**src/hw/rtl/ibr_pkg.sv**
```systemverilog
// Shared types and constants for the bitplane body run decoder.
// No dependencies; imported by every module of the block.
`timescale 1ns / 1ps
`default_nettype none

package ibr_pkg;

    localparam logic [1:0] PH_CONTROL = 2'd0;
    localparam logic [1:0] PH_LITERAL = 2'd1;
    localparam logic [1:0] PH_REPEAT  = 2'd2;

    localparam logic [1:0] ERR_NONE      = 2'd0;
    localparam logic [1:0] ERR_OVERRUN   = 2'd1;
    localparam logic [1:0] ERR_EARLY_END = 2'd2;
    localparam logic [1:0] ERR_MODE      = 2'd3;

    localparam logic [7:0] MODE_RAW      = 8'd0;
    localparam logic [7:0] MODE_BYTERUN1 = 8'd1;

    localparam logic [7:0]  CTRL_NOP    = 8'h80;
    localparam logic [12:0] WIDTH_ROUND = 13'd15;

    localparam logic [1:0] CFG_MODE   = 2'd0;
    localparam logic [1:0] CFG_WIDTH  = 2'd1;
    localparam logic [1:0] CFG_PLANES = 2'd2;
    localparam logic [1:0] CFG_ROWS   = 2'd3;

    localparam int QUEUE_DEPTH = 4;
    localparam int QUEUE_AW    = 2;

    typedef struct packed {
        logic [7:0]  mode;
        logic [11:0] width;
        logic [3:0]  planes;
        logic [10:0] rows;
    } t_cfg;

    typedef struct packed {
        logic [7:0] value;
        logic [7:0] length;
        logic [2:0] plane;
        logic [9:0] row;
        logic [7:0] column;
        logic       done;
        logic [1:0] err;
    } t_res;

    typedef struct packed {
        t_res first;
        t_res second;
        logic two;
    } t_entry;

endpackage

`default_nettype wire

```
**src/hw/rtl/ibr_front.sv**
```systemverilog
// Front end: accepts body bytes, tracks decode phase and image position,
// and builds one queue entry of up to two results per byte. Uses ibr_pkg.
`timescale 1ns / 1ps
`default_nettype none

module ibr_front import ibr_pkg::*; #(
    parameter int MAX_PLANES    = 8,
    parameter int MAX_ROWS      = 1024,
    parameter int MAX_ROW_BYTES = 256
) (
    input  wire         i_clk,
    input  wire         i_rst_n,
    input  wire t_cfg   i_cfg,
    input  wire         i_valid,
    output logic        o_ready,
    input  wire  [7:0]  i_data,
    input  wire         i_start,
    input  wire         i_end,
    input  wire         i_full,
    output logic        o_push,
    output t_entry      o_entry
);

    localparam int CBW  = $clog2(MAX_ROW_BYTES);
    localparam int RBW  = $clog2(MAX_ROW_BYTES + 1);
    localparam int SUMW = ((RBW > 8) ? RBW : 8) + 1;
    localparam int PW   = (MAX_PLANES > 1) ? $clog2(MAX_PLANES) : 1;
    localparam int PLW  = $clog2(MAX_PLANES + 1);
    localparam int RW   = $clog2(MAX_ROWS);
    localparam int RLW  = $clog2(MAX_ROWS + 1);

    logic [1:0]     r_phase, n_phase, e_phase;
    logic [7:0]     r_lit, n_lit, e_lit;
    logic [7:0]     r_rep, n_rep, e_rep;
    logic [CBW-1:0] r_col, n_col, e_col;
    logic [PW-1:0]  r_plane, n_plane, e_plane;
    logic [RW-1:0]  r_row, n_row, e_row;
    logic           r_fin, n_fin, e_fin;
    logic           r_halt, n_halt, e_halt;

    logic [12:0]     w_round;
    logic [9:0]      rb_raw;
    logic [RBW-1:0]  rb;
    logic [PLW-1:0]  plim;
    logic [RLW-1:0]  rlim;
    logic [7:0]      ctrl_cnt;
    logic [7:0]      cnt_sel;
    logic [7:0]      lit_dec;
    logic [SUMW-1:0] sum;
    logic            fits;
    logic [PLW-1:0]  plane_inc;
    logic [RLW-1:0]  row_inc;
    logic            is_raw;
    logic            is_run;
    logic            accept;
    t_res            res_a, res_b;
    logic [1:0]      n_res;

    function automatic t_res mk_res(input logic [7:0] v, input logic [7:0] l,
                                    input logic [PW-1:0] p, input logic [RW-1:0] r,
                                    input logic [CBW-1:0] c, input logic d,
                                    input logic [1:0] e);
        t_res             res;
        logic [PW+2:0]    pe;
        logic [RW+9:0]    re;
        logic [CBW+7:0]   ce;
        pe = {3'b000, p};
        re = {10'b0, r};
        ce = {8'b0, c};
        res.value  = v;
        res.length = l;
        res.plane  = pe[2:0];
        res.row    = re[9:0];
        res.column = ce[7:0];
        res.done   = d;
        res.err    = e;
        return res;
    endfunction

    assign accept  = i_valid && o_ready;
    assign o_ready = !i_full;

    always_comb begin
        w_round = {1'b0, i_cfg.width} + WIDTH_ROUND;
        rb_raw  = {w_round[12:4], 1'b0};
        if (rb_raw < 10'd2) begin
            rb = RBW'(2);
        end else if (32'(rb_raw) > MAX_ROW_BYTES) begin
            rb = RBW'(MAX_ROW_BYTES);
        end else begin
            rb = RBW'(rb_raw);
        end
        if (i_cfg.planes == 4'd0) begin
            plim = PLW'(1);
        end else if (32'(i_cfg.planes) > MAX_PLANES) begin
            plim = PLW'(MAX_PLANES);
        end else begin
            plim = PLW'(i_cfg.planes);
        end
        if (i_cfg.rows == 11'd0) begin
            rlim = RLW'(1);
        end else if (32'(i_cfg.rows) > MAX_ROWS) begin
            rlim = RLW'(MAX_ROWS);
        end else begin
            rlim = RLW'(i_cfg.rows);
        end
    end

    always_comb begin
        e_phase = i_start ? PH_CONTROL : r_phase;
        e_lit   = i_start ? 8'd0 : r_lit;
        e_rep   = i_start ? 8'd0 : r_rep;
        e_col   = i_start ? '0 : r_col;
        e_plane = i_start ? '0 : r_plane;
        e_row   = i_start ? '0 : r_row;
        e_fin   = i_start ? 1'b0 : r_fin;
        e_halt  = i_start ? 1'b0 : r_halt;

        is_raw   = (i_cfg.mode == MODE_RAW);
        is_run   = is_raw || (e_phase == PH_LITERAL) || (e_phase == PH_REPEAT);
        ctrl_cnt = i_data[7] ? 8'(~i_data + 8'd2) : 8'(i_data + 8'd1);
        if (is_raw || e_phase == PH_LITERAL) begin
            cnt_sel = 8'd1;
        end else if (e_phase == PH_REPEAT) begin
            cnt_sel = e_rep;
        end else begin
            cnt_sel = ctrl_cnt;
        end
        sum       = SUMW'(e_col) + SUMW'(cnt_sel);
        fits      = (sum <= SUMW'(rb));
        plane_inc = PLW'(e_plane) + PLW'(1);
        row_inc   = RLW'(e_row) + RLW'(1);
        lit_dec   = (e_lit != 8'd0) ? e_lit - 8'd1 : 8'd0;

        n_phase = e_phase;
        n_lit   = e_lit;
        n_rep   = e_rep;
        n_col   = e_col;
        n_plane = e_plane;
        n_row   = e_row;
        n_fin   = e_fin;
        n_halt  = e_halt;
        res_a   = '0;
        res_b   = '0;
        n_res   = 2'd0;

        if (!(e_fin || e_halt)) begin
            if (i_cfg.mode > MODE_BYTERUN1) begin
                res_a  = mk_res(8'd0, 8'd0, e_plane, e_row, e_col, 1'b0, ERR_MODE);
                n_res  = 2'd1;
                n_halt = 1'b1;
            end else begin
                if (is_raw) begin
                    n_phase = PH_CONTROL;
                    n_lit   = 8'd0;
                    n_rep   = 8'd0;
                end
                if (is_run) begin
                    if (!fits) begin
                        res_a  = mk_res(8'd0, 8'd0, e_plane, e_row, e_col, 1'b0,
                                        ERR_OVERRUN);
                        n_res  = 2'd1;
                        n_halt = 1'b1;
                    end else begin
                        if (sum >= SUMW'(rb)) begin
                            n_col = '0;
                            if (plane_inc >= plim) begin
                                n_plane = '0;
                                n_row   = RW'(row_inc);
                                n_fin   = (row_inc >= rlim);
                            end else begin
                                n_plane = PW'(plane_inc);
                            end
                        end else begin
                            n_col = CBW'(sum);
                        end
                        res_a = mk_res(i_data, cnt_sel, e_plane, e_row, e_col, n_fin,
                                       ERR_NONE);
                        n_res = 2'd1;
                        if (!is_raw && e_phase == PH_LITERAL) begin
                            n_lit = lit_dec;
                            if (lit_dec == 8'd0) begin
                                n_phase = PH_CONTROL;
                            end
                        end else if (!is_raw) begin
                            n_phase = PH_CONTROL;
                            n_rep   = 8'd0;
                        end
                    end
                end else if (i_data != CTRL_NOP) begin
                    if (!fits) begin
                        res_a  = mk_res(8'd0, 8'd0, e_plane, e_row, e_col, 1'b0,
                                        ERR_OVERRUN);
                        n_res  = 2'd1;
                        n_halt = 1'b1;
                    end else if (!i_data[7]) begin
                        n_lit   = ctrl_cnt;
                        n_phase = PH_LITERAL;
                    end else begin
                        n_rep   = ctrl_cnt;
                        n_phase = PH_REPEAT;
                    end
                end
                if (i_end && !n_fin && !n_halt) begin
                    if (n_res == 2'd0) begin
                        res_a = mk_res(8'd0, 8'd0, n_plane, n_row, n_col, 1'b0,
                                       ERR_EARLY_END);
                        n_res = 2'd1;
                    end else begin
                        res_b = mk_res(8'd0, 8'd0, n_plane, n_row, n_col, 1'b0,
                                       ERR_EARLY_END);
                        n_res = 2'd2;
                    end
                    n_halt = 1'b1;
                end
            end
        end
    end

    assign o_push         = accept && (n_res != 2'd0);
    assign o_entry.first  = res_a;
    assign o_entry.second = res_b;
    assign o_entry.two    = (n_res == 2'd2);

    always_ff @(posedge i_clk) begin
        if (!i_rst_n) begin
            r_phase <= PH_CONTROL;
            r_lit   <= 8'd0;
            r_rep   <= 8'd0;
            r_col   <= '0;
            r_plane <= '0;
            r_row   <= '0;
            r_fin   <= 1'b0;
            r_halt  <= 1'b0;
        end else if (accept) begin
            r_phase <= n_phase;
            r_lit   <= n_lit;
            r_rep   <= n_rep;
            r_col   <= n_col;
            r_plane <= n_plane;
            r_row   <= n_row;
            r_fin   <= n_fin;
            r_halt  <= n_halt;
        end
    end

endmodule

`default_nettype wire

```
**src/hw/rtl/ibr_queue.sv**
```systemverilog
// Short entry queue between the front end and the output stage.
// Uses t_entry and the queue depth from ibr_pkg.
`timescale 1ns / 1ps
`default_nettype none

module ibr_queue import ibr_pkg::*; (
    input  wire         i_clk,
    input  wire         i_rst_n,
    input  wire         i_push,
    input  wire t_entry i_entry,
    input  wire         i_pop,
    output t_entry      o_entry,
    output logic        o_full,
    output logic        o_avail
);

    t_entry                r_mem [QUEUE_DEPTH];
    logic [QUEUE_AW-1:0]   r_wp;
    logic [QUEUE_AW-1:0]   r_rp;
    logic [QUEUE_AW:0]     r_cnt;
    logic                  push_ok;
    logic                  pop_ok;

    assign o_full  = (r_cnt == (QUEUE_AW+1)'(QUEUE_DEPTH));
    assign o_avail = (r_cnt != '0);
    assign push_ok = i_push && !o_full;
    assign pop_ok  = i_pop && o_avail;
    assign o_entry = r_mem[r_rp];

    always_ff @(posedge i_clk) begin
        if (push_ok) begin
            r_mem[r_wp] <= i_entry;
        end
    end

    always_ff @(posedge i_clk) begin
        if (!i_rst_n) begin
            r_wp  <= '0;
            r_rp  <= '0;
            r_cnt <= '0;
        end else begin
            if (push_ok) begin
                r_wp <= r_wp + 1'b1;
            end
            if (pop_ok) begin
                r_rp <= r_rp + 1'b1;
            end
            if (push_ok && !pop_ok) begin
                r_cnt <= r_cnt + 1'b1;
            end else if (pop_ok && !push_ok) begin
                r_cnt <= r_cnt - 1'b1;
            end
        end
    end

endmodule

`default_nettype wire

```
**src/hw/rtl/ibr_back.sv**
```systemverilog
// Output stage: takes queue entries and sends one or two result beats each.
// Uses t_entry and t_res from ibr_pkg.
`timescale 1ns / 1ps
`default_nettype none

module ibr_back import ibr_pkg::*; (
    input  wire         i_clk,
    input  wire         i_rst_n,
    input  wire t_entry i_entry,
    input  wire         i_avail,
    output logic        o_pop,
    output logic        m_axis_tvalid,
    input  wire         m_axis_tready,
    output logic [39:0] m_axis_tdata,  // run_value, run_length, plane_index, row_index,
                                       // byte_column, zero pad (low bit up)
    output logic [1:0]  m_axis_tuser,  // error_code
    output logic        m_axis_tlast   // image_done
);

    t_entry r_ent;
    logic   r_valid;
    logic   r_sel;
    logic   last_beat;
    t_res   cur;

    assign last_beat = !r_ent.two || r_sel;
    assign o_pop     = i_avail && (!r_valid || (m_axis_tready && last_beat));
    assign cur       = r_sel ? r_ent.second : r_ent.first;

    assign m_axis_tvalid = r_valid;
    assign m_axis_tdata  = {3'b000, cur.column, cur.row, cur.plane, cur.length, cur.value};
    assign m_axis_tuser  = cur.err;
    assign m_axis_tlast  = cur.done;

    always_ff @(posedge i_clk) begin
        if (!i_rst_n) begin
            r_valid <= 1'b0;
            r_sel   <= 1'b0;
        end else if (o_pop) begin
            r_ent   <= i_entry;
            r_valid <= 1'b1;
            r_sel   <= 1'b0;
        end else if (r_valid && m_axis_tready) begin
            if (last_beat) begin
                r_valid <= 1'b0;
            end else begin
                r_sel <= 1'b1;
            end
        end
    end

endmodule

`default_nettype wire

```
**src/hw/rtl/ilbm_body_byterun1_decoder.sv**
```systemverilog
// Bitplane image body decoder (ByteRun1 or uncompressed) emitting run descriptors.
// Holds the configuration registers; uses ibr_pkg, ibr_front, ibr_queue, ibr_back.
//
// Usage:
//   Input stream s_axis: one body byte per beat in tdata, chunk start flag in tuser,
//   last body byte marked by tlast. Output stream m_axis: one run descriptor or
//   error per beat, error code in tuser, image completion in tlast.
//   Configuration: write i_cfg_data to register i_cfg_idx while i_cfg_we is high
//   (0 mode, 1 width, 2 planes, 3 rows); write only while the block is idle.
// Throughput: one byte per cycle while the queue is not full. A byte that yields two results (a run followed
//   by an early-end error) yields two output beats; the four-entry queue
//   absorbs these without stalling the input.
// Path: a byte's results are registered in the queue and then in the output stage.
// Reset: synchronous, active low; clears decode state and queue, loads register
//   defaults (ByteRun1, 320 pixels, 5 planes, 256 rows). No clearing pass.
// Stall: when m_axis_tready is low the current beat holds; the queue fills and
//   s_axis_tready drops only when it is full.
`timescale 1ns / 1ps
`default_nettype none

module ilbm_body_byterun1_decoder import ibr_pkg::*; #(
    parameter int MAX_PLANES    = 8,
    parameter int MAX_ROWS      = 1024,
    parameter int MAX_ROW_BYTES = 256
) (
    input  wire         i_clk,
    input  wire         i_rst_n,
    input  wire         i_cfg_we,
    input  wire  [1:0]  i_cfg_idx,
    input  wire  [11:0] i_cfg_data,
    input  wire         s_axis_tvalid,
    output logic        s_axis_tready,
    input  wire  [7:0]  s_axis_tdata,   // data_byte
    input  wire  [0:0]  s_axis_tuser,   // chunk_start
    input  wire         s_axis_tlast,   // chunk_end
    output logic        m_axis_tvalid,
    input  wire         m_axis_tready,
    output logic [39:0] m_axis_tdata,   // run_value, run_length, plane_index, row_index,
                                        // byte_column, zero pad (low bit up)
    output logic [1:0]  m_axis_tuser,   // error_code
    output logic        m_axis_tlast    // image_done
);

    t_cfg   r_cfg;
    t_entry push_entry;
    t_entry head_entry;
    logic   push;
    logic   pop;
    logic   full;
    logic   avail;

    always_ff @(posedge i_clk) begin
        if (!i_rst_n) begin
            r_cfg.mode   <= MODE_BYTERUN1;
            r_cfg.width  <= 12'd320;
            r_cfg.planes <= 4'd5;
            r_cfg.rows   <= 11'd256;
        end else if (i_cfg_we) begin
            unique case (i_cfg_idx)
                CFG_MODE:   r_cfg.mode   <= i_cfg_data[7:0];
                CFG_WIDTH:  r_cfg.width  <= i_cfg_data;
                CFG_PLANES: r_cfg.planes <= i_cfg_data[3:0];
                CFG_ROWS:   r_cfg.rows   <= i_cfg_data[10:0];
                default:    r_cfg.mode   <= r_cfg.mode;
            endcase
        end
    end

    ibr_front #(
        .MAX_PLANES    (MAX_PLANES),
        .MAX_ROWS      (MAX_ROWS),
        .MAX_ROW_BYTES (MAX_ROW_BYTES)
    ) u_front (
        .i_clk   (i_clk),
        .i_rst_n (i_rst_n),
        .i_cfg   (r_cfg),
        .i_valid (s_axis_tvalid),
        .o_ready (s_axis_tready),
        .i_data  (s_axis_tdata),
        .i_start (s_axis_tuser[0]),
        .i_end   (s_axis_tlast),
        .i_full  (full),
        .o_push  (push),
        .o_entry (push_entry)
    );

    ibr_queue u_queue (
        .i_clk   (i_clk),
        .i_rst_n (i_rst_n),
        .i_push  (push),
        .i_entry (push_entry),
        .i_pop   (pop),
        .o_entry (head_entry),
        .o_full  (full),
        .o_avail (avail)
    );

    ibr_back u_back (
        .i_clk         (i_clk),
        .i_rst_n       (i_rst_n),
        .i_entry       (head_entry),
        .i_avail       (avail),
        .o_pop         (pop),
        .m_axis_tvalid (m_axis_tvalid),
        .m_axis_tready (m_axis_tready),
        .m_axis_tdata  (m_axis_tdata),
        .m_axis_tuser  (m_axis_tuser),
        .m_axis_tlast  (m_axis_tlast)
    );

    a_err_zero_len: assert property (@(posedge i_clk) disable iff (!i_rst_n)
        (m_axis_tvalid && m_axis_tuser != ERR_NONE) |-> (m_axis_tdata[15:0] == 16'd0))
        else $error("error beat carries a run");

    a_err_not_done: assert property (@(posedge i_clk) disable iff (!i_rst_n)
        (m_axis_tvalid && m_axis_tuser != ERR_NONE) |-> !m_axis_tlast)
        else $error("error beat marks image done");

    a_run_len: assert property (@(posedge i_clk) disable iff (!i_rst_n)
        (m_axis_tvalid && m_axis_tuser == ERR_NONE) |-> (m_axis_tdata[15:8] != 8'd0))
        else $error("run beat with zero length");

    a_push_room: assert property (@(posedge i_clk) disable iff (!i_rst_n)
        push |-> !full)
        else $error("entry pushed into full queue");

endmodule

`default_nettype wire
```
**config.mk**
```make
export PLATFORM = sky130hd
export DESIGN_NAME = ilbm_body_byterun1_decoder
export DESIGN_NICKNAME = d
export VERILOG_FILES = /design/src/hw/rtl/ibr_pkg.sv /design/src/hw/rtl/ibr_front.sv /design/src/hw/rtl/ibr_queue.sv /design/src/hw/rtl/ibr_back.sv /design/src/hw/rtl/ilbm_body_byterun1_decoder.sv
export SDC_FILE = /design/constraint.sdc
export NUM_CORES = 1
export LEC_CHECK = 0
export BUFFER_PORTS_ARGS = -buffer_cell sky130_fd_sc_hd__buf_2
export CORE_ASPECT_RATIO = 0.75
export CORE_MARGIN = 2
export CORE_UTILIZATION = 50
export CTS_CLUSTER_DIAMETER = 50
export DETAILED_ROUTE_END_ITERATION = 7
export HOLD_SLACK_MARGIN = 0.02
export PLACE_DENSITY = 0.67
export SYNTH_ARGS = -nofsm -noshare
export SYNTH_HDL_FRONTEND = slang
export SYNTH_SLANG_ARGS = --single-unit
export TNS_END_PERCENT = 30
```
**constraint.sdc**
```tcl
create_clock -name i_clk -period 13.9 [get_ports i_clk]
set_input_delay 2.085 -clock i_clk [delete_from_list [all_inputs] [get_ports i_clk]]
set_output_delay 2.085 -clock i_clk [all_outputs]
set_load 0.05 [all_outputs]
```
* Word-level counts from Yosys, hierarchy flattened
Memory sizes are Yosys's and may differ from the RTL's. A register that Yosys moved wholly into a read port is not among the register bits.
Index checks and enable logic that the tools add are counted.
** Word-level totals
- Bits in writable memories :: 324
- Memories :: 1
- Input port bits :: 29
- Register bits :: 85
** Memories
- u_queue.r_mem :: depth 4, bits a word 81, rd ports 1, clocked after memory_dff 1, write ports 1, line ibr_queue.sv:17 : t_entry r_mem [QUEUE_DEPTH];
** Operators by class
- $add $sub $neg :: 11
- Mux-type cells :: 110
- Bitwise operators :: 3
- Equal/unequal tests :: 8
- Reduce and logical (&&, ||, !) cells :: 45
- Magnitude comparators :: 9
** Operators by type and width (count)
- $mux W40 :: 11
- $mux W8 :: 31
- $mux W10 :: 7
- $mux W24 :: 2
- $mux W2 :: 20
- $mux W3 :: 9
- $mux W1 :: 24
- $mux W11 :: 2
- $mux W9 :: 2
- $logic_not A8 Y1 :: 2
- $reduce_and A2 Y1 :: 7
- $add A12 B4 Y13 const B :: 1
- $logic_and A1 B1 Y1 :: 12
- $add A10 B1 Y11 const B :: 1
- $ge A11 B11 Y1 :: 1
- $gt A11 B11 Y1 const B :: 1
- $logic_not A11 Y1 :: 1
- $ge A10 B9 Y1 :: 1
- $gt A10 B9 Y1 const B :: 1
- $le A10 B9 Y1 :: 1
- $lt A10 B2 Y1 const B :: 1
- $add A8 B8 Y9 :: 1
- $add A8 B1 Y8 const B :: 1
- $add A8 B2 Y8 const B :: 1
- other kinds (23) :: 45

* Longest topological paths before layout
Gate-level depths: netlist (run 1).
- Word-level depth :: 25
- Depth in mapped cells :: 30
- Depth with buffers taken out :: 28

* Modules after synthesis
A second synthesis (run 1) with hierarchy kept.
** Unflattened totals
- Cell total of the unflattened synthesis :: 1479
- Area, all modules :: 22021.1 sq um
** Modules (own cells, without submodules)
- ibr_queue :: instances 1, sequential area each 9909.5 sq um, area each 12253.0 sq um, cells each 471
- ibr_front :: instances 1, sequential area each 820.8 sq um, area each 5172.5 sq um, cells each 731
- ibr_back :: instances 1, sequential area each 2472.4 sq um, area each 3243.1 sq um, cells each 143
- ilbm_body_byterun1_decoder :: instances 1, sequential area each 700.7 sq um, area each 1352.5 sq um, cells each 134

* Worst setup path before layout (run 1)
No wires, ideal clock.
- Path type :: input to register
- From :: input s_axis_tuser
- To :: memory u_queue.r_mem[0][0] (netlist bit), enable pin
- Cell stages on the path :: 23
- Arrival time :: 8.271 ns
- Setup slack :: 5.201 ns
- Data required time :: 13.472 ns
- Path through :: clkbuf_1 > inv_1 > clkbuf_1 > a211o_1 > a21oi_1 > ha_1 > nor2b_1 > o31a_1 > o21a_1 > o21a_1 > o21ai_0 > nand2b_1 > ha_1 > nand3_1 > a211oi_2 > and2b_1 > buf_2 > o31a_1 > or2_2 > ha_1 > o311a_1 > clkbuf_1 > and2_1
** Between the ends
- Longest elaborated chain between the ends :: 22
- Elaborated cells between the ends (all ways) :: 51
- Those cells by class :: add/sub: 3; order compare: 4; eq/ne: 2; mux: 31; reduce/logical: 11
** Ends and longest elaborated chain
- from (decl) :: line ilbm_body_byterun1_decoder.sv:34 : input wire [0:0] s_axis_tuser,
- $mux W2 :: line ibr_front.sv:110 : e_phase = i_start ? PH_CONTROL : r_phase;
- $eq A2 B2 Y1 / $eq A2 B1 Y1 (equally long branches) :: line ibr_front.sv:120, ibr_front.sv:124, ibr_front.sv:122
- $mux W8 / $logic_or A1 B1 Y1 (equally long branches) :: line ibr_front.sv:124, ibr_front.sv:120, ibr_front.sv:122
- $mux W8 :: line ibr_front.sv:122 : if (is_raw || e_phase == PH_LITERAL) begin
- $add A8 B8 Y9 :: line ibr_front.sv:129 : sum = SUMW'(e_col) + SUMW'(cnt_sel);
- $ge A10 B9 Y1 :: line ibr_front.sv:165 : if (sum >= SUMW'(rb)) begin
- $mux W1 :: line ibr_front.sv:165
- $mux W1 :: line ibr_front.sv:159 : if (!fits) begin
- [... 7 more ...]
- $mux W2 :: line ibr_front.sv:148 : if (i_cfg.mode > MODE_BYTERUN1) begin
- $mux W2 (*) :: line ibr_front.sv:147 : if (!(e_fin || e_halt)) begin
- $reduce_bool A2 Y1 (*) :: line ibr_front.sv:220 : assign o_push = accept && (n_res != 2'd0);
- $logic_and A1 B1 Y1 (*) :: line ibr_front.sv:220
- $logic_and A1 B1 Y1 (*) :: line ibr_queue.sv:26 : assign push_ok = i_push && !o_full;
- via u_queue.push_ok :: line ibr_queue.sv:21 : logic push_ok;
- $mux W1 (*) :: line ibr_queue.sv:31 : if (push_ok) begin
- $mux W1 (not written as such) (*) :: line ibr_queue.sv:32 : r_mem[r_wp] <= i_entry;
- to (decl) :: line ibr_queue.sv:17
Mark *: on every way through the listed nets, which the timed path passes. The rest lies on a longest branch. The select of a mux whose other input is x is not followed.

* Worst setup path in the final report (run 1)
- From :: input s_axis_tuser
- To :: memory u_queue.r_mem[3][76] (netlist bit), enable pin
** Between the ends
- Longest elaborated chain between the ends :: 22
- Elaborated cells between the ends (all ways) :: 51
- Those cells by class :: add/sub: 3; order compare: 4; eq/ne: 2; mux: 31; reduce/logical: 11
** Ends and longest elaborated chain
- $mux W2 :: line ibr_front.sv:110
- $eq A2 B2 Y1 / $eq A2 B1 Y1 (equally long branches) :: line ibr_front.sv:120, ibr_front.sv:124, ibr_front.sv:122
- $mux W8 / $logic_or A1 B1 Y1 (equally long branches) :: line ibr_front.sv:124, ibr_front.sv:120, ibr_front.sv:122
- $mux W8 :: line ibr_front.sv:122
- $add A8 B8 Y9 :: line ibr_front.sv:129
- $ge A10 B9 Y1 :: line ibr_front.sv:165
- $mux W1 :: line ibr_front.sv:165
- $mux W1 :: line ibr_front.sv:159
- [... 6 more ...]
- $mux W2 :: line ibr_front.sv:204 : if (i_end && !n_fin && !n_halt) begin
- $mux W2 :: line ibr_front.sv:148
- $mux W2 (*) :: line ibr_front.sv:147
- $reduce_bool A2 Y1 (*) :: line ibr_front.sv:220
- $logic_and A1 B1 Y1 (*) :: line ibr_front.sv:220
- $logic_and A1 B1 Y1 (*) :: line ibr_queue.sv:26
- $mux W1 (*) :: line ibr_queue.sv:31
- $mux W1 (not written as such) (*) :: line ibr_queue.sv:32
Every way passes the cells marked *; elsewhere a longest branch is shown, timed or not. The select of a mux whose other input is x is not followed.

==> impl_metrics.toml, run 1 <==
[run_status]
status = "finished clean"

[power]
total_power_mw = 3.69
leakagePower_nw = 7.20
vdd_drop_max_uv = 92.3
p_per_area_mw_per_mm2 = 181

[synth]
synth_edf_count = 315
synthTopCellsByCount = "315 x edfxtp_1, 164 x nand2_1, 85 x dfxtp_1"
synth.ff_latch_count = 400
ys_seq_area_frac = 0.610
synth_top_flop_cell = "edfxtp_1"
netlist_area_mm2 = 0.0183
yosys_warnings = 0
synth_cell_types = 87
synthCells = 1391
yosysMostFrequentCell = "edfxtp_1"
synth_top_cell_by_area = "edfxtp_1"
ys_async_sr_fraction = 0
synth_area_per_cell_um2 = 13.1
yosys-top-cells-area = "edfxtp_1 52%, dfxtp_1 9.3%, mux4_2 7.8%"
synth_top_area_share = 0.517

[sta]
rsz0062_at_grt = "no"
setup_viol = 0
max_freq_ghz = 0.111
slew_violations = 0
hold_ws_ns = 0.455
min_period_ns = 8.99
worst_slew_pin_slew_ns = 1.20
finClkSkew_ns = 0.0230
timing.slew.headroom = 0.191
finalHoldViolCount = 0
setup_tns_ns = 0
finalCritPeriodShare = 0.647
finalWorstSetupSlack_ns = 4.91

[cells_and_area]
post-route-util = 0.567
final_layout_size_suffix_gt1_frac = 0.181
fill_cells = 2905
antenna_cells = 0
multi_input_area_mm2 = 0.00670
register_area_mm2 = 0.0112
area_growth_pct = 11.4
finalNetCount = 1523

[worst_setup_path]
crit_type = "input port to register"
worst_r2r_endpoint = "u_queue.r_mem[3][76]"
rrSetupSlack_ns = 5.84
slowest_stage = "and2_2"
cp_max_fo = 51
worstPathArrival_ns = 9.19
startpoint = "s_axis_tuser"
worstRegToRegCells = 21
reg2reg_from = "r_cfg[27]"
crit_path_cell_trace = "buf_2 > buf_4 > inv_1 > buf_4 > a211o_1 > a21oi_1 > ha_1 > nor2b_1 > o31a_1 > o21a_1 > o21a_1 > o21ai_0 > nand2b_1 > ha_1 > and3_1 > a221oi_1 > and2b_1 > o2111ai_1 > a211oi_1 > or2_2 > ha_1 > o311a_1 > and2_2 > buf_4"
slowest_delay_ns = 0.74
critPathLaunchType = "input port"
critical_path_required_ns = 14.09
cp-end-kind = "register"

[floorplanning]
initial_core_util = 0.509
die-area_mm2 = 0.0381
die_height_um = 170
core_area_mm2 = 0.0360
placement_rows = 60
top_level_ports = 74
die_w_um = 225

[clocking]
clock-root-buffer = "clkbuf_16"
cts_hold_buf = 0
cts_tree = "yes"
cts_setup_buffers = 0
path_clk_slew_ns = 0.06
clock_latency_ns = 0.56
cts_sinks = 400
cts_buffer_depth = 3
cts_resized = 0
cts_max_level = 2
cts_buffers = 41

[grt]
grt_overflow = 0
grt_max_degree = 58
grtUsageTotal = 0.233
grt_pass1_vias = 11260
antenna_found_initial = 0
grt_pass1_wl_mm = 67.6

[routing]
wl_mm = 43.6
wl_per_cell_um = 22.5
ant_nets = 0
post-route-drc-count = 0
drt_pass1_iterations = 6
viasPerCell = 6.04
vias = 11728
drt_iter0_drc = 1281

[hold_path]
hold_path_depth = 2
min_path_type = "register to register"
hold_path_end = "r_cfg[16]"
min-delay-start = "r_cfg[16]"

[place]
dpl.hpwl_mm = 29.1
place_ws_ns = 4.44
portBuffers = 70
finalWeightedCongestion = 0.934

[job]
max_cap_viol_count = 0
worst max path at each step:
| stage | endpoint | slack [ns] | cells past startpoint |
|---|---|---|---|
| 3_3_place_gp | u_queue.r_mem[3][74] | 4.63 | 24 |
| 5_1_grt | u_queue.r_mem[3][42] | 4.41 | 24 |
| 2_1_floorplan | u_queue.r_mem[0][0] | 5.20 | 23 |
| 6_report | u_queue.r_mem[3][76] | 4.91 | 24 |
| 4_1_cts | u_queue.r_mem[3][6] | 5.01 | 24 |
| 3_5_place_dp | u_queue.r_mem[3][74] | 4.44 | 24 |
through the flow:
| step | cell area (um^2) | cells |
|---|---|---|
| after floorplan | 18300 | 1393 |
| after global placement | 19000 | 1868 |
| after detailed placement | 19000 | 1868 |
| after CTS | 20400 | 1941 |
| after global routing | 20400 | 1941 |
| final | 20400 | 1941 |
critical path: cells and delay by family:
family	cells	cell delay (ns)
adders and majority gates	3	0.81
AOI/OAI and AO/OA	10	2.65
and+or+nand+nor	6	2.02
buffers and inverters	5	1.49
cells in the final DEF (no fill, tap or decap), drive strengths merged, types with 18 or more instances in the layout:
cell type | synthesis | layout
edfxtp | 315 | 315
nand2 | 164 | 164
nor2 | 88 | 88
buf | 23 | 86
dfxtp | 85 | 85
a21oi | 69 | 69
mux4 | 63 | 63
clkbuf | 53 | 58
o21ai | 51 | 51
ha | 46 | 46
inv | 34 | 38
nor2b | 35 | 35
nand3 | 28 | 28
xnor2 | 28 | 28
mux2 | 22 | 22
mux2i | 21 | 21
a31oi | 19 | 19
and2 | 19 | 19
and3 | 18 | 18
layer usage:
layer / share of wire / track usage
met4: 0.016 / 0.0510
met1: 0.48 / 0.364
met2: 0.43 / 0.332
met3: 0.078 / 0.0523
met5: 0 / 0
registers in the layout (all words and copies together), names as in the netlist:
register / cells
u_front.r_col: 8
u_front.r_fin: 1
u_front.r_rep: 8
u_front.r_row: 10
u_queue.r_rp: 2
u_front.r_phase: 2
u_front.r_halt: 1
u_queue.r_wp: 2
u_front.r_plane: 3
u_back.r_ent: 63
u_front.r_lit: 8
u_back.m_axis_tvalid: 1
r_cfg: 35
u_queue.r_cnt: 3
u_back.r_sel: 1
u_queue.r_mem: 252
final cells by class:
| type | count | share of cell area |
|---|---|---|
| clock inverters | 15 | 0.00860 |
| well taps | 465 | 0.0286 |
| multi-input cells | 882 | 0.329 |
| flip-flops and latches | 400 | 0.548 |
| inverters | 35 | 0.00645 |
| clock buffers | 58 | 0.0565 |
| repair buffers | 86 | 0.0231 |
cell families after synthesis:
kind of cell               after synthesis  share of synthesized area
xor gates and xnor gates                40                     0.0196
and+or+nand+nor                        431                      0.116
other                                    1                   0.000205
AOI/OAI and AO/OA                      254                     0.0925
DFF                                    400                      0.610
adders and majority gates               48                     0.0337
muxes                                  106                      0.103
buffers and inverters                  111                     0.0249
power breakdown:
part	switching [mW]	internal, mW
sequential	0.0838	1.54
combinational	0.636	0.345
clock	0.461	0.623
No activity file was read; power rests on OpenSTA's default activity.
==> run 2: changes to the inputs <==
==> constraint.sdc (replaced) <==
create_clock -name i_clk -period 8.8 [get_ports i_clk]
set_input_delay 1.32 -clock i_clk [delete_from_list [all_inputs] [get_ports i_clk]]
set_output_delay 1.32 -clock i_clk [all_outputs]
set_load 0.05 [all_outputs]
==> impl_metrics.toml, run 2 (synthesized netlist as in run 1, its figures left out) <==
[power]
power_frac_comb = 0.268
switching_share = 0.323
vdd_drop_max_uv = 130
p_sw_mw = 1.93
power_frac_seq = 0.430
leakagePower_nw = 7.27
intPower_mw = 4.04
p_per_area_mw_per_mm2 = 290
clock_power_share = 0.302

[cells_and_area]
finalInstanceArea_mm2 = 0.0205
reg_top3 = "u_queue.r_mem (252), u_back.r_ent (63), r_cfg (35)"
largest_register_ffs = 252
antenna_cells = 0
layout_common_cells = "315 x edfxtp_1, 164 x nand2_1, 82 x dfxtp_1"
final_common_cell = "edfxtp_1"
top_register = "u_queue.r_mem"
area_growth_pct = 12.4
final_layout_size_suffix_gt1_frac = 0.186
finalNetCount = 1531

[routing]
ant_nets = 0
wl_mm = 44.1
drt_iter0_drc = 1370
viasPerCell = 6.08
drt_pass1_iterations = 5
post-route-drc-count = 0
vias = 11860
wl_per_cell_um = 22.6

[grt]
grtUsageTotal = 0.235
grt_pass1_vias = 11347
grt_overflow = 0
antenna_found_initial = 0
grt_max_degree = 65
grt_pass1_wl_mm = 68.3

[worst_setup_path]
worst-path-buf-inv = 2
critical_path_required_ns = 9.29
slowest_delay_ns = 0.64
worstRegToRegCells = 25
cpMostUsedCell = "ha_1"
worstPathArrival_ns = 8.06
cpLargestDelayFamily = "compound AO/OA/AOI/OAI gates"
crit_type = "register to register"
critPathLaunchType = "register"
rrSetupSlack_ns = 1.23
slowest_stage = "or4_1"
worst_r2r_endpoint = "u_queue.r_cnt[2]"
reg2reg_from = "r_cfg[27]"
cp_max_fo = 8
cp-end-kind = "register"

[sta]
rsz0062_at_grt = "no"
hold_ws_ns = 0.450
max_freq_ghz = 0.132
finClkSkew_ns = 0.0270
setup_tns_ns = 0
min_period_ns = 7.57
timing.slew.headroom = 0.201
finalCritPeriodShare = 0.860
worst_slew_pin_slew_ns = 1.19
slew_violations = 0
setup_viol = 0
finalHoldViolCount = 0
finalWorstSetupSlack_ns = 1.23

[clocking]
cts_resized = 0
cts_max_level = 2
clock-root-buffer = "clkbuf_16"
path_clk_slew_ns = 0.06
cts_setup_buffers = 0
cts_tree = "yes"
cts_buffers = 44
clock_latency_ns = 0.57
cts_sinks = 400
cts_buffer_depth = 3
cts_hold_buf = 0

[floorplanning]
initial_core_util = 0.509
placement_rows = 60
core_area_mm2 = 0.0360
die-area_mm2 = 0.0381
die_w_um = 225
top_level_ports = 74
die_height_um = 170

[hold_path]
min_path_type = "register to register"
hold_path_end = "u_front.r_col[1]"
min-delay-start = "u_front.r_col[1]"
hold_path_depth = 2

[place]
place_ws_ns = 1.02
dpl.hpwl_mm = 29.0
placed_area_mm2 = 0.0191
portBuffers = 70
finalWeightedCongestion = 0.958

[run_status]
status = "finished clean"

[job]
max_cap_viol_count = 0
run 2: changes by cell type in the layout (fill, tap and decap cells not counted), moves of 2 or more:
| cell | delta |
|---|---|
| inv_6 | +2 |
| clkinv_4 | +3 |
| clkinv_1 | +7 |
| buf_12 | +4 |
| clkbuf_1 | -7 |
| clkbuf_8 | -4 |
| clkbuf_16 | +3 |
run 2: metal layers:
metal  vias to the layer above  track usage  routed length [um]
li1                       5383            -                   -
met1                      5880        0.377               21100
met2                       533        0.329               18100
met3                        64       0.0421                4080
met4                         0       0.0573                 779
met5                         -            0                   0
run 2: how the worst max path moves through the flow:
| stage | slack [ns] | cells past startpoint | from | to |
|---|---|---|---|---|
| after floorplan | 0.87 | 23 | s_axis_tuser | u_queue.r_mem[1][0] |
| after global placement | 1.21 | 25 | s_axis_tdata[0] | u_queue.r_mem[2][60] |
| after detailed placement | 1.02 | 25 | s_axis_tdata[0] | u_queue.r_mem[2][60] |
| after CTS | 1.50 | 21 | r_cfg[27] | u_queue.r_mem[2][59] |
| after global routing | 0.96 | 21 | r_cfg[27] | u_queue.r_mem[2][20] |
| final | 1.23 | 25 | r_cfg[27] | u_queue.r_cnt[2] |
run 2: final cells by class:
type	count	area, um^2
fill	2858	15400
sequential	400	11200
multi-input combinational	882	6700
clock buffer	50	1140
tap	465	582
timing repair buffer	91	558
clock inverter	28	270
inverter	35	131
run 2: tightest hold or removal path, delay by kind of cell (launching register included):
| kind | cells | cell delay, ns |
|---|---|---|
| AOI/OAI and AO/OA | 1 | 0.05 |
| DFF | 1 | 0.30 |
| and+or+nand+nor | 1 | 0.05 |
run 2: power by group through the flow:
stage	Combinational, mW	Clock [mW]	Sequential, mW
2_1_floorplan	1.19	0	2.55
4_1_cts	1.60	1.83	2.57
3_5_place_dp	1.59	0	2.60
6_report	1.60	1.80	2.56
5_1_grt	1.70	1.90	2.60
3_3_place_gp	1.57	0	2.59
run 2: stage by stage:
step	total power [mW]	util	std cells
after detailed placement	4.19	0.532	1873
after global routing	6.19	0.571	1951
after global placement	4.16	0.532	1873
after CTS	6.00	0.571	1951
final	5.96	0.571	1951
after floorplan	3.74	-	1393
==> run 3: changes to the inputs <==
--- a/config.mk
+++ b/config.mk
@@ -6,13 +6,15 @@
 export NUM_CORES = 1
 export LEC_CHECK = 0
 export BUFFER_PORTS_ARGS = -buffer_cell sky130_fd_sc_hd__buf_2
+export CELL_PAD_IN_SITES_DETAIL_PLACEMENT = 1
+export CELL_PAD_IN_SITES_GLOBAL_PLACEMENT = 2
 export CORE_ASPECT_RATIO = 0.75
 export CORE_MARGIN = 2
-export CORE_UTILIZATION = 50
+export CORE_UTILIZATION = 44
 export CTS_CLUSTER_DIAMETER = 50
 export DETAILED_ROUTE_END_ITERATION = 7
 export HOLD_SLACK_MARGIN = 0.02
-export PLACE_DENSITY = 0.67
+export PLACE_DENSITY_LB_ADDON = 0.1
 export SYNTH_ARGS = -nofsm -noshare
 export SYNTH_HDL_FRONTEND = slang
 export SYNTH_SLANG_ARGS = --single-unit
==> impl_metrics.toml, run 3 (synthesized netlist as in run 1, its figures left out) <==
[run_status]
status = "finished clean"

[routing]
vias = 11674
drt_iter0_drc = 902
ant_nets = 0
viasPerCell = 5.68
wl_mm = 48.7
wl_per_cell_um = 23.7
post-route-drc-count = 0
drt_pass1_iterations = 5

[place]
dpl.hpwl_mm = 34.2
place_ws_ns = 0.558
portBuffers = 70
finalWeightedCongestion = 0.861

[clocking]
cts_max_level = 2
clock-root-buffer = "clkbuf_16"
cts_setup_buffers = 0
cts_sinks = 400
cts_resized = 0
clock_latency_ns = 0.57
cts_buffers = 44
cts_hold_buf = 0
cts_tree = "yes"
path_clk_slew_ns = 0.06
cts_buffer_depth = 3

[worst_setup_path]
cp-end-kind = "register"
crit_type = "input port to register"
critical_path_required_ns = 9.03
worstPathArrival_ns = 7.96
cp_max_fo = 42
critPathLaunchType = "input port"

[grt]
grt_max_degree = 65
grt_pass1_wl_mm = 74.4
antenna_found_initial = 1
grtUsageTotal = 0.228
grt_pass1_vias = 12102
grt_overflow = 0

[sta]
rsz0062_at_grt = "no"
slew_violations = 0
finalHoldViolCount = 0
finClkSkew_ns = 0.0314
worst_slew_pin_slew_ns = 1.14
setup_viol = 0
finalWorstSetupSlack_ns = 1.07
finalCritPeriodShare = 0.879
setup_tns_ns = 0
max_freq_ghz = 0.129
min_period_ns = 7.73
timing.slew.headroom = 0.237

[floorplanning]
die_w_um = 239
placement_rows = 64
die_height_um = 181
initial_core_util = 0.447
top_level_ports = 74
die-area_mm2 = 0.0432
core_area_mm2 = 0.0409

[cells_and_area]
layout_common_cells = "315 x edfxtp_1, 164 x nand2_1, 82 x dfxtp_1"
final_common_cell = "edfxtp_1"
final_layout_size_suffix_gt1_frac = 0.194
antenna_cells = 0
area_growth_pct = 13.3
largest_register_ffs = 252
finalNetCount = 1537
reg_top3 = "u_queue.r_mem (252), u_back.r_ent (63), r_cfg (35)"
top_register = "u_queue.r_mem"
fill_cells = 4131

[power]
p_per_area_mw_per_mm2 = 289
vdd_drop_max_uv = 141
leakagePower_nw = 7.32

[hold_path]
min_path_type = "register to register"

[job]
max_cap_viol_count = 0
run 3: changes by cell type in the layout (fill, tap and decap cells not counted), sizes merged:
| cell | before | now |
|---|---|---|
| clkinv | 20 | 15 |
| clkbuf | 50 | 57 |
| buf | 91 | 97 |
| bufinv | 3 | 2 |
| inv | 38 | 41 |
run 3: per-layer routing:
layer / share of wire / global-route usage
met4: 0.023 / 0.0580
met2: 0.44 / 0.346
met1: 0.48 / 0.341
met3: 0.058 / 0.0406
met5: 0 / 0
run 3: power breakdown:
part           switching (mW)  internal (mW)
clock                   0.785           1.04
sequential              0.137           2.44
combinational            1.03          0.555
run 3: critical path: stages:
cell and delay (ns):
buf_2 0.25, nor2b_1 0.30, nand2b_1 0.14, nor2_1 0.33, a21oi_1 0.23, inv_1 0.10, ha_1 0.23, a21o_1 0.17
a311o_1 0.38, o21ai_0 0.26, xnor2_1 0.21, ha_1 0.31, a21o_1 0.20, a21o_1 0.19, nor4_1 0.45, o31a_1 0.21
a211oi_1 0.08, buf_4 0.19, or2_2 0.28, ha_1 0.31, o311a_1 0.35, and2_2 0.94, buf_4 0.47
run 3: per-stage QoR:
step,util,hold slack [ns],power (mW),cells,area (um^2)
floorplan,-,0.425,3.74,1393,18300
global placement,0.470,0.435,4.17,1975,19200
detailed placement,0.470,0.446,4.22,1975,19200
CTS,0.506,0.454,6.05,2057,20700
global route,0.506,0.478,6.26,2057,20700
finish,0.506,0.453,5.99,2057,20700
run 3: final cells by class:
type | count | area, um^2 | area share
clock buffer | 57 | 1190 | 0.0574
tap | 561 | 702 | 0.0339
sequential | 400 | 11200 | 0.539
clock inverter | 25 | 277 | 0.0133
timing repair buffer | 97 | 553 | 0.0267
multi-input combinational | 882 | 6700 | 0.323
inverter | 35 | 131 | 0.00634
run 3: path summary, 6_finish.rpt:
check                                   from                    to  slack, ns  cells after the start
worst max-delay path            s_axis_tuser  u_queue.r_mem[0][11]       1.07                     23
worst min-delay path               r_cfg[18]             r_cfg[18]       0.45                      2
worst max register to register     r_cfg[27]  u_queue.r_mem[0][11]       1.27                     23
worst min register to register     r_cfg[18]             r_cfg[18]       0.45                      2
